==> src/lc2u_pkg.sv <==
// ----------------------------------------------------------------------------
// lc2u_pkg: shared types and functions for the label charset converter
// Charset codes, the EBU Latin upper-half table and the UTF-8 encoder.
// ----------------------------------------------------------------------------
package lc2u_pkg;

	localparam int ByteW   = 8;
	localparam int CsW     = 4;
	localparam int CpW     = 16;
	localparam int MaxOut  = 3;
	localparam int CntW    = 2;

	localparam logic [CsW-1:0] CS_LATIN1 = 4'd6;
	localparam logic [CsW-1:0] CS_UTF8   = 4'd15;
	localparam logic [CsW-1:0] CS_RESET  = 4'd0;

	// up to three encoded bytes, bytes[0] goes out first
	typedef struct packed {
		logic [CntW-1:0]                cnt;
		logic [MaxOut-1:0][ByteW-1:0]   bytes;
	} enc_result_t;

	// status of the output stage, seen by the top level
	typedef struct packed {
		logic            valid;
		logic [CntW-1:0] rem;
		logic            can_load;
	} out_stat_t;

	// EBU Latin code points for bytes 0x80 to 0xFF
	localparam logic [CpW-1:0] UPPER_MAP [128] = '{
		16'h00E1, 16'h00E0, 16'h00E9, 16'h00E8, 16'h00ED, 16'h00EC, 16'h00F3, 16'h00F2,
		16'h00FA, 16'h00F9, 16'h00D1, 16'h00C7, 16'h015E, 16'h00DF, 16'h00A1, 16'h0132,
		16'h00E2, 16'h00E4, 16'h00EA, 16'h00EB, 16'h00EE, 16'h00EF, 16'h00F4, 16'h00F6,
		16'h00FB, 16'h00FC, 16'h00F1, 16'h00E7, 16'h015F, 16'h011F, 16'h0131, 16'h0133,
		16'h00AA, 16'h03B1, 16'h00A9, 16'h2030, 16'h011E, 16'h011B, 16'h0148, 16'h0151,
		16'h03C0, 16'h20AC, 16'h00A3, 16'h0024, 16'h2190, 16'h2191, 16'h2192, 16'h2193,
		16'h00BA, 16'h00B9, 16'h00B2, 16'h00B3, 16'h00B1, 16'h0130, 16'h0144, 16'h0171,
		16'h00B5, 16'h00BF, 16'h00F7, 16'h00B0, 16'h00BC, 16'h00BD, 16'h00BE, 16'h00A7,
		16'h00C1, 16'h00C0, 16'h00C9, 16'h00C8, 16'h00CD, 16'h00CC, 16'h00D3, 16'h00D2,
		16'h00DA, 16'h00D9, 16'h0158, 16'h010C, 16'h0160, 16'h017D, 16'h00D0, 16'h013F,
		16'h00C2, 16'h00C4, 16'h00CA, 16'h00CB, 16'h00CE, 16'h00CF, 16'h00D4, 16'h00D6,
		16'h00DB, 16'h00DC, 16'h0159, 16'h010D, 16'h0161, 16'h017E, 16'h0111, 16'h0140,
		16'h00C3, 16'h00C5, 16'h00C6, 16'h0152, 16'h0177, 16'h00DD, 16'h00D5, 16'h00D8,
		16'h00DE, 16'h014A, 16'h0154, 16'h0106, 16'h015A, 16'h0179, 16'h0166, 16'h00F0,
		16'h00E3, 16'h00E5, 16'h00E6, 16'h0153, 16'h0175, 16'h00FD, 16'h00F5, 16'h00F8,
		16'h00FE, 16'h014B, 16'h0155, 16'h0107, 16'h015B, 16'h017A, 16'h0167, 16'h00FF
	};

	function automatic logic [CpW-1:0] ebu_code_point(input logic [ByteW-1:0] b);
		logic [CpW-1:0] cp;
		if (b[7]) begin
			cp = UPPER_MAP[b[6:0]];
		end else if (b == 8'h24) begin
			cp = 16'h00A4;
		end else begin
			cp = {8'h00, b};
		end
		return cp;
	endfunction

	function automatic enc_result_t utf8_encode(input logic [CpW-1:0] cp);
		enc_result_t r;
		r.bytes = '0;
		if (cp < 16'h0080) begin
			r.cnt      = 2'd1;
			r.bytes[0] = cp[7:0];
		end else if (cp < 16'h0800) begin
			r.cnt      = 2'd2;
			r.bytes[0] = {3'b110, cp[10:6]};
			r.bytes[1] = {2'b10, cp[5:0]};
		end else begin
			r.cnt      = 2'd3;
			r.bytes[0] = {4'b1110, cp[15:12]};
			r.bytes[1] = {2'b10, cp[11:6]};
			r.bytes[2] = {2'b10, cp[5:0]};
		end
		return r;
	endfunction

endpackage

==> src/lc2u_encode.sv <==
// ----------------------------------------------------------------------------
// lc2u_encode: byte to UTF-8 conversion
// Combinational: picks the mode from the charset code and encodes one byte.
// ----------------------------------------------------------------------------
module lc2u_encode (
	input  logic [lc2u_pkg::ByteW-1:0] label_byte,
	input  logic [lc2u_pkg::CsW-1:0]   char_set,
	input  logic                       stopped,
	output lc2u_pkg::enc_result_t      result
);
	import lc2u_pkg::*;

	enc_result_t conv;

	always_comb begin
		case (char_set)
			CS_UTF8: begin
				conv          = '0;
				conv.cnt      = 2'd1;
				conv.bytes[0] = label_byte;
			end
			CS_LATIN1: conv = utf8_encode({8'h00, label_byte});
			default:   conv = utf8_encode(ebu_code_point(label_byte));
		endcase
	end

	// stopped label or NUL: nothing emitted
	always_comb begin
		result = conv;
		if (stopped || (label_byte == '0)) begin
			result.cnt = '0;
		end
	end

endmodule

==> src/lc2u_out.sv <==
// ----------------------------------------------------------------------------
// lc2u_out: result register and byte serializer
// Holds up to three encoded bytes and hands them out one per cycle while out_ready is high.
// ----------------------------------------------------------------------------
module lc2u_out (
	input  logic                          clk,
	input  logic                          arst_n,
	input  logic                          load_valid,
	input  lc2u_pkg::enc_result_t         load_data,
	input  logic                          out_ready,
	output logic [lc2u_pkg::ByteW-1:0]    utf8_byte,
	output logic                          run_last,
	output lc2u_pkg::out_stat_t           stat
);
	import lc2u_pkg::*;

	logic [MaxOut-1:0][ByteW-1:0] bytes_s2;
	logic [CntW-1:0]              rem_s2;
	logic                         valid_s2;
	logic                         emit;
	logic                         can_load;

	assign emit     = valid_s2 && out_ready;
	assign can_load = !valid_s2 || (out_ready && (rem_s2 == 2'd1));

	always_ff @(posedge clk or negedge arst_n) begin
		if (!arst_n) begin
			valid_s2 <= 1'b0;
			rem_s2   <= '0;
		end else if (load_valid && can_load) begin
			valid_s2 <= (load_data.cnt != '0);
			rem_s2   <= load_data.cnt;
		end else if (emit) begin
			valid_s2 <= (rem_s2 != 2'd1);
			rem_s2   <= rem_s2 - 2'd1;
		end
	end

	always_ff @(posedge clk) begin
		if (load_valid && can_load) begin
			bytes_s2 <= load_data.bytes;
		end else if (emit) begin
			bytes_s2 <= {8'h00, bytes_s2[2:1]};
		end
	end

	assign utf8_byte      = bytes_s2[0];
	assign run_last       = (rem_s2 == 2'd1);
	assign stat.valid     = valid_s2;
	assign stat.rem       = rem_s2;
	assign stat.can_load  = can_load;

endmodule

==> src/label_charset_to_utf8_top.sv <==
// ----------------------------------------------------------------------------
// label_charset_to_utf8_top: label byte to UTF-8 converter
// Input register, byte encoder and a serializing result register.
// ----------------------------------------------------------------------------
// Usage:
//  - cfg channel (cfg_valid/cfg_ready/cfg_data) writes the 4-bit charset code:
//    6 Latin-1, 15 UTF-8 passthrough, any other code EBU Latin. cfg_ready is
//    always high; write only while no request is in flight.
//  - in channel carries one label byte per request, label_last on the final
//    byte of a label. A NUL byte silences the rest of the label; the request
//    with label_last re-arms output for the next label.
//  - out channel gives one UTF-8 byte per request; run_last marks the last
//    byte produced by one input byte.
// Path: an accepted byte is held in the input register, then loaded into the
//   result register, whose output carries the first UTF-8 byte.
// Throughput: one output byte per cycle while out_ready is high, so an input
//   byte occupies the result register for 1 to 3 output bytes, the length of
//   its UTF-8 encoding. A byte that yields nothing (NUL, stopped label) is not held.
// Stall: when out_ready is low the result register holds, the input register
//   fills behind it and in_ready drops; nothing is dropped.
// Reset: arst_n clears both stages, the stop flag and the charset (to 0).
// ----------------------------------------------------------------------------
module label_charset_to_utf8_top (
	input  logic                          clk,
	input  logic                          arst_n,
	// configuration
	input  logic                          cfg_valid,
	output logic                          cfg_ready,
	input  logic [lc2u_pkg::CsW-1:0]      cfg_data,
	// label bytes in
	input  logic                          in_valid,
	output logic                          in_ready,
	input  logic [lc2u_pkg::ByteW-1:0]    label_byte,
	input  logic                          label_last,
	// UTF-8 bytes out
	output logic                          out_valid,
	input  logic                          out_ready,
	output logic [lc2u_pkg::ByteW-1:0]    utf8_byte,
	output logic                          run_last
);
	import lc2u_pkg::*;

	logic [CsW-1:0]   char_set_q;
	logic             stopped_q;
	logic             valid_s1;
	logic [ByteW-1:0] byte_s1;
	logic             last_s1;
	logic             adv_s1;
	enc_result_t      enc;
	out_stat_t        ostat;

	// config register, always ready
	assign cfg_ready = 1'b1;

	always_ff @(posedge clk or negedge arst_n) begin
		if (!arst_n) begin
			char_set_q <= CS_RESET;
		end else if (cfg_valid && cfg_ready) begin
			char_set_q <= cfg_data;
		end
	end

	// input register; frees up whenever its item moves into the result stage
	assign adv_s1   = valid_s1 && ostat.can_load;
	assign in_ready = !valid_s1 || ostat.can_load;

	always_ff @(posedge clk or negedge arst_n) begin
		if (!arst_n) begin
			valid_s1 <= 1'b0;
		end else if (in_ready) begin
			valid_s1 <= in_valid;
		end
	end

	always_ff @(posedge clk) begin
		if (in_valid && in_ready) begin
			byte_s1 <= label_byte;
			last_s1 <= label_last;
		end
	end

	// stop flag advances in item order, as each item leaves the input register
	always_ff @(posedge clk or negedge arst_n) begin
		if (!arst_n) begin
			stopped_q <= 1'b0;
		end else if (adv_s1) begin
			stopped_q <= !last_s1 && (stopped_q || (byte_s1 == '0));
		end
	end

	lc2u_encode u_encode (
		.label_byte (byte_s1),
		.char_set   (char_set_q),
		.stopped    (stopped_q),
		.result     (enc)
	);

	lc2u_out u_out (
		.clk        (clk),
		.arst_n     (arst_n),
		.load_valid (valid_s1),
		.load_data  (enc),
		.out_ready  (out_ready),
		.utf8_byte  (utf8_byte),
		.run_last   (run_last),
		.stat       (ostat)
	);

	assign out_valid = ostat.valid;

`ifndef SYNTHESIS
	// a shown byte always has a count behind it
	a_valid_has_rem: assert property (@(posedge clk) disable iff (!arst_n)
		out_valid |-> (ostat.rem != 2'd0))
		else $error("output valid with empty result register");

	// a stopped label yields nothing
	a_stopped_silent: assert property (@(posedge clk) disable iff (!arst_n)
		(valid_s1 && stopped_q) |-> (enc.cnt == 2'd0))
		else $error("bytes produced while stopped");

	// the first byte of a three-byte run is a three-byte lead
	a_lead3: assert property (@(posedge clk) disable iff (!arst_n)
		(out_valid && ostat.rem == 2'd3) |-> (utf8_byte[7:4] == 4'hE))
		else $error("bad lead byte for three-byte sequence");

	// a NUL that does not end the label stops the label
	a_nul_stops: assert property (@(posedge clk) disable iff (!arst_n)
		(adv_s1 && byte_s1 == 8'h00 && !last_s1) |=> stopped_q)
		else $error("NUL byte did not stop the label");
`endif

endmodule

==> config.mk <==
export PLATFORM = sky130hd
export DESIGN_NAME = label_charset_to_utf8_top
export DESIGN_NICKNAME = d
export VERILOG_FILES = /design/src/lc2u_pkg.sv /design/src/lc2u_encode.sv /design/src/lc2u_out.sv /design/src/label_charset_to_utf8_top.sv
export SDC_FILE = /design/constraint.sdc
export NUM_CORES = 1
export LEC_CHECK = 0
export BUFFER_PORTS_ARGS = -buffer_cell sky130_fd_sc_hd__buf_2
export CAP_MARGIN = 20
export CORE_ASPECT_RATIO = 1.4
export CORE_MARGIN = 5
export CORE_UTILIZATION = 56
export DETAILED_ROUTE_END_ITERATION = 8
export PLACE_DENSITY_LB_ADDON = 0.2
export RECOVER_POWER = 100
export SLEW_MARGIN = 20
export SYNTH_ARGS = -nofsm -noshare
export SYNTH_HDL_FRONTEND = slang
export SYNTH_HIERARCHICAL = 1
export SYNTH_SLANG_ARGS = --single-unit
==> constraint.sdc <==
create_clock -name clk -period 3 [get_ports clk]
set_clock_uncertainty 0.2 [all_clocks]
set_input_delay 0.6 -clock clk [delete_from_list [all_inputs] [get_ports clk]]
set_output_delay 0.6 -clock clk [all_outputs]
set_load 0.01 [all_outputs]
==> flow_metrics.py, run 1 <==
metrics = {
    "routing": {
        "routed_via_density": 6.41,
        "wire_per_inst_um": 21.2,
        "drc": 0,
        "firstDrtPassIters": 5,
        "drt_iter0_markers": 241,
        "num_vias": 3699,
        "antenna_left": 0,
        "wirelength_um": 12200,
    },
    "clock_network": {
        "root_buffer": "clkbuf_8",
        "cts_max_level": 2,
        "cts_tree": "built",
        "clock_sinks": 42,
        "clk-insertion-delay-late_ns": 0.30,
        "clockBufferDepth": 2,
        "cts_made_buffers": 5,
        "cts.clk_slew.worst_paths_ns": 0.07,
    },
    "outcome": {
        "status": "finished, violations left",
        "violations": "setup timing",
    },
    "critical_path": {
        "cp.arrival_ns": 2.98,
        "cp.required_ns": 2.86,
        "reg2reg_depth": 12,
        "cpLargestDelayFamily": "compound AO/OA/AOI/OAI gates",
        "crit_fanout": 6,
        "cpMaxStageDelayCell": "edfxtp_1",
        "startpoint": "byte_s1[0]",
        "worst-path-stages": 12,
        "slowest_delay_ns": 0.45,
        "crit_chain": "inv_2 -> buf_6 -> ha_4 -> inv_2 -> buf_4 -> nor4_1 -> a21oi_1 -> a31oi_4 -> buf_4 -> o31ai_1 -> a22o_1 -> mux2_2",
        "cp-start-kind": "flip-flop",
        "cp-end-kind": "flip-flop",
        "critPathKind": "reg -> reg",
        "reg2reg_from": "byte_s1[0]",
        "cp_num_buf_inv": 5,
    },
    "yosys": {
        "synth_ff_type": "edfxtp_1",
        "ys_warn_count": 6,
        "synth_edf_count": 33,
        "async_flop_share": 0.214,
        "syn_area_per_cell_um2": 9.56,
        "synth_seq_area_share": 0.314,
        "syn_area_um2": 3870,
        "synth-seq-cells": 42,
        "synth_cells": 405,
        "ys_types": 80,
    },
    "cells_and_area": {
        "finalNetCount": 512,
        "area_growth_pct": 23.0,
        "n_antenna_cell": 0,
        "fin_cells": 577,
        "drive_gt1_frac": 0.359,
        "fin_area_um2": 4760,
    },
    "power_and_ir_drop": {
        "power_density_nw_per_um2": 846,
        "power_w": 0.00403,
        "vdd_ir_drop_max_v": 0.000547,
        "p_leak_nw": 1.98,
    },
    "floorplan": {
        "start_util": 0.566,
        "io_pins": 30,
        "die_area_um2": 8700,
        "fp.dieW_um": 80.3,
        "core_region_area_um2": 6850,
        "rows": 36,
        "die_h_um": 108,
    },
    "sta": {
        "slew_headroom": 0.616,
        "worst_slack_ns": -0.124,
        "fmax_ghz": 0.320,
        "tightest_slew_ns": 0.577,
        "tns_ns": -0.563,
        "hold_viol": 0,
        "finalMaxSlewViolations": 0,
        "period_needed_ns": 3.12,
        "min_period_over_period": 1.04,
        "grt_setup_unrepaired": "true",
        "setup_violations": 8,
    },
    "placement": {
        "dp_cells": 557,
        "gp_congestion": 1.01,
        "port-buffer-count": 28,
        "postPlaceCellArea_um2": 4450,
        "dp_hpwl_um": 8930,
        "dpl_worst_slack_ns": -0.181,
    },
    "grt": {
        "antenna_found_initial": 0,
        "grt_pass1_wl_um": 18700,
        "grt-ovfl-total": 0,
        "grt_pass1_vias": 3559,
        "track_usage": 0.283,
        "grt_max_degree": 37,
    },
    "worst_hold_path": {
        "min_from": "last_s1",
        "hold_class": "reg -> reg",
        "min_path_cells": 1,
    },
    "flow_run": {
        "drv_cap": 0,
    },
}
[Yosys cell counts (all sizes together), types with 3 or more instances]
cell,instances,area [um^2]
ha,13,163
o211ai,7,62.6
dfrtp,9,225
a22oi,3,22.5
inv,16,60.1
and3b,4,35.0
edfxtp,33,991
a21oi,19,95.1
clkbuf,8,30.0
a31oi,7,58.8
nand3,8,40.0
and3,9,56.3
nor2,26,110
a221o,4,40.0
a221oi,3,26.3
mux4,4,93.8
nor4,5,31.3
a211oi,8,60.1
and2,4,27.5
mux2i,12,120
nor3,6,35.0
o311ai,5,43.8
o31ai,4,30.0
a311oi,4,35.0
a41oi,3,26.3
o22ai,4,25.0
a31o,3,26.3
nand2b,13,81.3
a21o,3,22.5
o21ai,24,120
or3,4,25.0
mux2,23,289
nand2,23,93.8
nor2b,9,71.3
buf,37,263
[registers in the layout, summed over array words and instances, names as in the netlist]
signal / count
stopped_q: 1
u_out/valid_s2: 1
char_set_q: 4
byte_s1: 8
u_out/bytes_s2: 16
last_s1: 1
u_out/utf8_byte: 8
u_out/rem_s2: 2
valid_s1: 1
[placed cells by master (no fill, tap or decap), types with 7 or more instances in the layout]
master    instances
and3_1            9
o21ai_0          17
inv_1            11
nand2_1          22
nor2b_1           7
nor2_1           23
a21oi_1          19
clkbuf_1         16
buf_2            15
edfxtp_1         33
dfrtp_1           9
buf_4            73
nand2b_1         13
mux2i_1          11
mux2_4            8
nand3_1           7
mux2_2           15
a211oi_1          8
[what timing repair did]
item                                   CTS  global route
buffers inserted                         7             4
hold buffers                             1             0
gates resized for setup                 15            23
setup endpoints to repair               16            18
pin swaps                                9            11
endpoints found under the hold margin    9             0
[metal layers]
layer / track usage / vias up / part of all wire
li1: - / 1675 / -
met1: 0.319 / 1800 / 0.38
met2: 0.482 / 167 / 0.50
met3: 0.0483 / 57 / 0.056
met4: 0.193 / 0 / 0.065
met5: 0 / - / 0
[final timing paths]
| kind | endpoint | slack [ns] |
|---|---|---|
| worst max-delay path | u_out/utf8_byte[2] | -0.12 |
| worst min-delay path | stopped_q | 0.23 |
| worst max register to register | u_out/utf8_byte[2] | -0.12 |
| worst min register to register | stopped_q | 0.23 |
| max in group asynchronous | char_set_q[3] | 1.67 |
| min in group asynchronous | stopped_q | 0.59 |
[worst reg2reg max path, delay by kind of cell (launching register included)]
family,cells,cell delay [ns]
buffers and inverters,5,0.61
multiplexers,1,0.25
adder cells (fa/ha/maj),1,0.18
flip-flops,1,0.45
AND/OR/NAND/NOR,1,0.32
AO/OA/AOI/OAI,4,0.87
[report_power, final]
part	total [W]	switching, W	internal, W
sequential	0.00104	0.000132	0.000906
combinational	0.00259	0.00139	0.00120
clock	0.000400	0.000185	0.000215
total	0.00403	0.00171	0.00232
[layout make-up]
cell class | count | area, um^2
Fill cell | 556 | 2080
Tap cell | 95 | 119
Clock buffer | 8 | 101
Multi-Input combinational cell | 303 | 2430
Timing Repair Buffer | 113 | 833
Inverter | 16 | 62.6
Sequential cell | 42 | 1220
[stage by stage]
stage	hold WS [ns]	util
after floorplan	0.104	-
after global placement	0.217	0.649
after detailed placement	0.221	0.649
after CTS	0.234	0.683
after global routing	0.252	0.696
final	0.230	0.696
[kinds of logic after synthesis]
family / after synthesis / share of synthesized area
other: 2 / 0.00194
buffers and inverters: 61 / 0.0911
and+or+nand+nor: 120 / 0.174
DFF: 42 / 0.314
muxes: 39 / 0.130
adders and majority gates: 13 / 0.0420
AOI/OAI and AO/OA: 128 / 0.247
Note: power is estimated with default switching activity, not from simulation.
==> run 2: changes to the inputs <==
- RECOVER_POWER: 100 -> default
- REMOVE_ABC_BUFFERS: default -> 1
==> flow_metrics.py, run 2 (synthesis gave the netlist of run 1 again) <==
metrics = {
    "outcome": {
        "status": "finished, violations left",
        "violations": "setup timing",
    },
    "cells_and_area": {
        "finalNetCount": 509,
        "fin_cells": 574,
        "largest_register": "u_out/bytes_s2",
        "num-fill-cells": 570,
        "n_antenna_cell": 0,
        "largest_reg_flops": 16,
        "area_growth_pct": 23.2,
        "fin_area_um2": 4770,
        "regArea_um2": 1220,
        "mostFrequentLayoutCell": "buf_4",
        "final_cell_mix": "buf_4 (74), edfxtp_1 (33), buf_2 (28)",
        "drive_gt1_frac": 0.397,
        "multiInputGateArea_um2": 2450,
    },
    "clock_network": {
        "root_buffer": "clkbuf_8",
        "cts_max_level": 2,
        "clockBufferDepth": 2,
        "cts_made_buffers": 5,
        "cts.clk_slew.worst_paths_ns": 0.09,
        "clock_sinks": 42,
        "clk-insertion-delay-late_ns": 0.30,
        "cts_tree": "built",
    },
    "grt": {
        "antenna_found_initial": 0,
        "grt_pass1_vias": 3712,
        "grt_max_degree": 29,
        "grt_pass1_wl_um": 19400,
        "grt-ovfl-total": 0,
        "track_usage": 0.291,
    },
    "sta": {
        "hold_viol": 0,
        "grt_setup_unrepaired": "true",
        "setup_violations": 13,
        "slew_headroom": 0.563,
        "tightest_slew_ns": 0.655,
        "tns_ns": -0.596,
        "fmax_ghz": 0.321,
        "worst_slack_ns": -0.111,
        "finalMaxSlewViolations": 0,
        "min_period_over_period": 1.04,
        "period_needed_ns": 3.11,
    },
    "floorplan": {
        "start_util": 0.566,
        "io_pins": 30,
        "die_area_um2": 8700,
        "rows": 36,
        "core_region_area_um2": 6850,
        "die_h_um": 108,
        "fp.dieW_um": 80.3,
    },
    "routing": {
        "antenna_left": 0,
        "drc": 0,
        "firstDrtPassIters": 5,
        "wirelength_um": 12100,
        "drt_iter0_markers": 248,
        "wire_per_inst_um": 21.1,
        "routed_via_density": 6.37,
        "num_vias": 3656,
    },
    "critical_path": {
        "crit_chain": "buf_4 -> buf_6 -> ha_4 -> and2_4 -> or4_4 -> o211ai_2 -> a31oi_4 -> o21ai_1 -> o21ai_0 -> mux2_4",
        "cp_num_buf_inv": 2,
        "crit_fanout": 5,
        "cpMaxStageDelayCell": "or4_4",
        "cp.required_ns": 2.85,
        "cp-end-kind": "flip-flop",
        "critPathKind": "reg -> reg",
        "slowest_delay_ns": 0.50,
        "cp.arrival_ns": 2.96,
        "cpLargestDelayFamily": "compound AO/OA/AOI/OAI gates",
        "cp-start-kind": "flip-flop",
    },
    "worst_hold_path": {
        "hold_class": "in -> reg",
    },
    "power_and_ir_drop": {
        "power_density_nw_per_um2": 861,
        "vdd_ir_drop_max_v": 0.000789,
        "p_leak_nw": 2.00,
    },
    "placement": {
        "dp_hpwl_um": 9120,
        "port-buffer-count": 28,
        "gp_congestion": 1.03,
        "postPlaceCellArea_um2": 4420,
        "dp_cells": 554,
    },
    "flow_run": {
        "drv_cap": 0,
    },
}
## run 2: changes by cell type in the layout (fill, tap and decap cells not counted), moves of 3 or more
cell	before	now
buf_2	15	28
buf_6	6	3
clkbuf_1	16	2
o21ai_1	2	6
o21ai_2	5	1
## run 2: layout make-up
type	instances	share of cell area
Clock buffer	7	0.0160
Clock inverter	1	0.00630
Inverter	16	0.0131
Multi-Input combinational cell	303	0.513
Sequential cell	42	0.255
Tap cell	95	0.0249
Timing Repair Buffer	110	0.172
## run 2: where the power goes
| part | switching, W | internal [W] | leakage (nW) |
|---|---|---|---|
| Combinational | 0.00143 | 0.00123 | 1.51 |
| Clock | 0.000192 | 0.000249 | 0.0524 |
| Sequential | 0.0000972 | 0.000906 | 0.431 |
## run 2: metrics by stage
stage	worst slack, ns	utilization	power (W)	hold WS (ns)
CTS	-0.0210	0.685	0.00400	0.258
floorplan	-0.787	-	0.00249	0.104
global placement	-0.213	0.645	0.00341	0.244
finish	-0.111	0.697	0.00411	0.263
global route	-0.194	0.697	0.00434	0.250
detailed placement	-0.273	0.645	0.00345	0.258
## run 2: timing repair
| item | 4_1_cts | 5_1_grt |
|---|---|---|
| gates resized for setup | 24 | 18 |
| hold buffers | 1 | 0 |
| endpoints found under the setup margin | 18 | 21 |
| cloned | 0 | 0 |
| pin swaps | 11 | 5 |
| endpoints found under the hold margin | 9 | 0 |
| setup buffers | 8 | 3 |
## run 2: worst reg2reg max path, cell delays in order, from the launching register on
cell and delay (ns):
edfxtp_1 0.47, buf_4 0.18, buf_6 0.11, ha_4 0.15
and2_4 0.15, or4_4 0.50, o211ai_2 0.14, a31oi_4 0.16
o21ai_1 0.33, o21ai_0 0.15, mux2_4 0.30
## run 2: per-layer routing
metal / global-route usage / vias to the layer above / wire length [um]
met5: 0 / - / 0
met2: 0.512 / 177 / 6120
li1: - / 1681 / -
met4: 0.165 / 0 / 694
met3: 0.0367 / 49 / 635
met1: 0.336 / 1749 / 4650
## run 2: worst paths after layout
| check | slack, ns | start | depth (start not counted) | endpoint |
|---|---|---|---|---|
| worst min register to register | 0.27 | last_s1 | 1 | stopped_q |
| max in group asynchronous | 1.93 | arst_n | 2 | char_set_q[0] |
| worst max-delay path | -0.11 | byte_s1[1] | 10 | u_out/bytes_s2[10] |
| min in group asynchronous | 0.48 | arst_n | 2 | u_out/rem_s2[0] |
| worst min-delay path | 0.26 | label_byte[3] | 1 | byte_s1[3] |
| worst max register to register | -0.11 | byte_s1[1] | 10 | u_out/bytes_s2[10] |
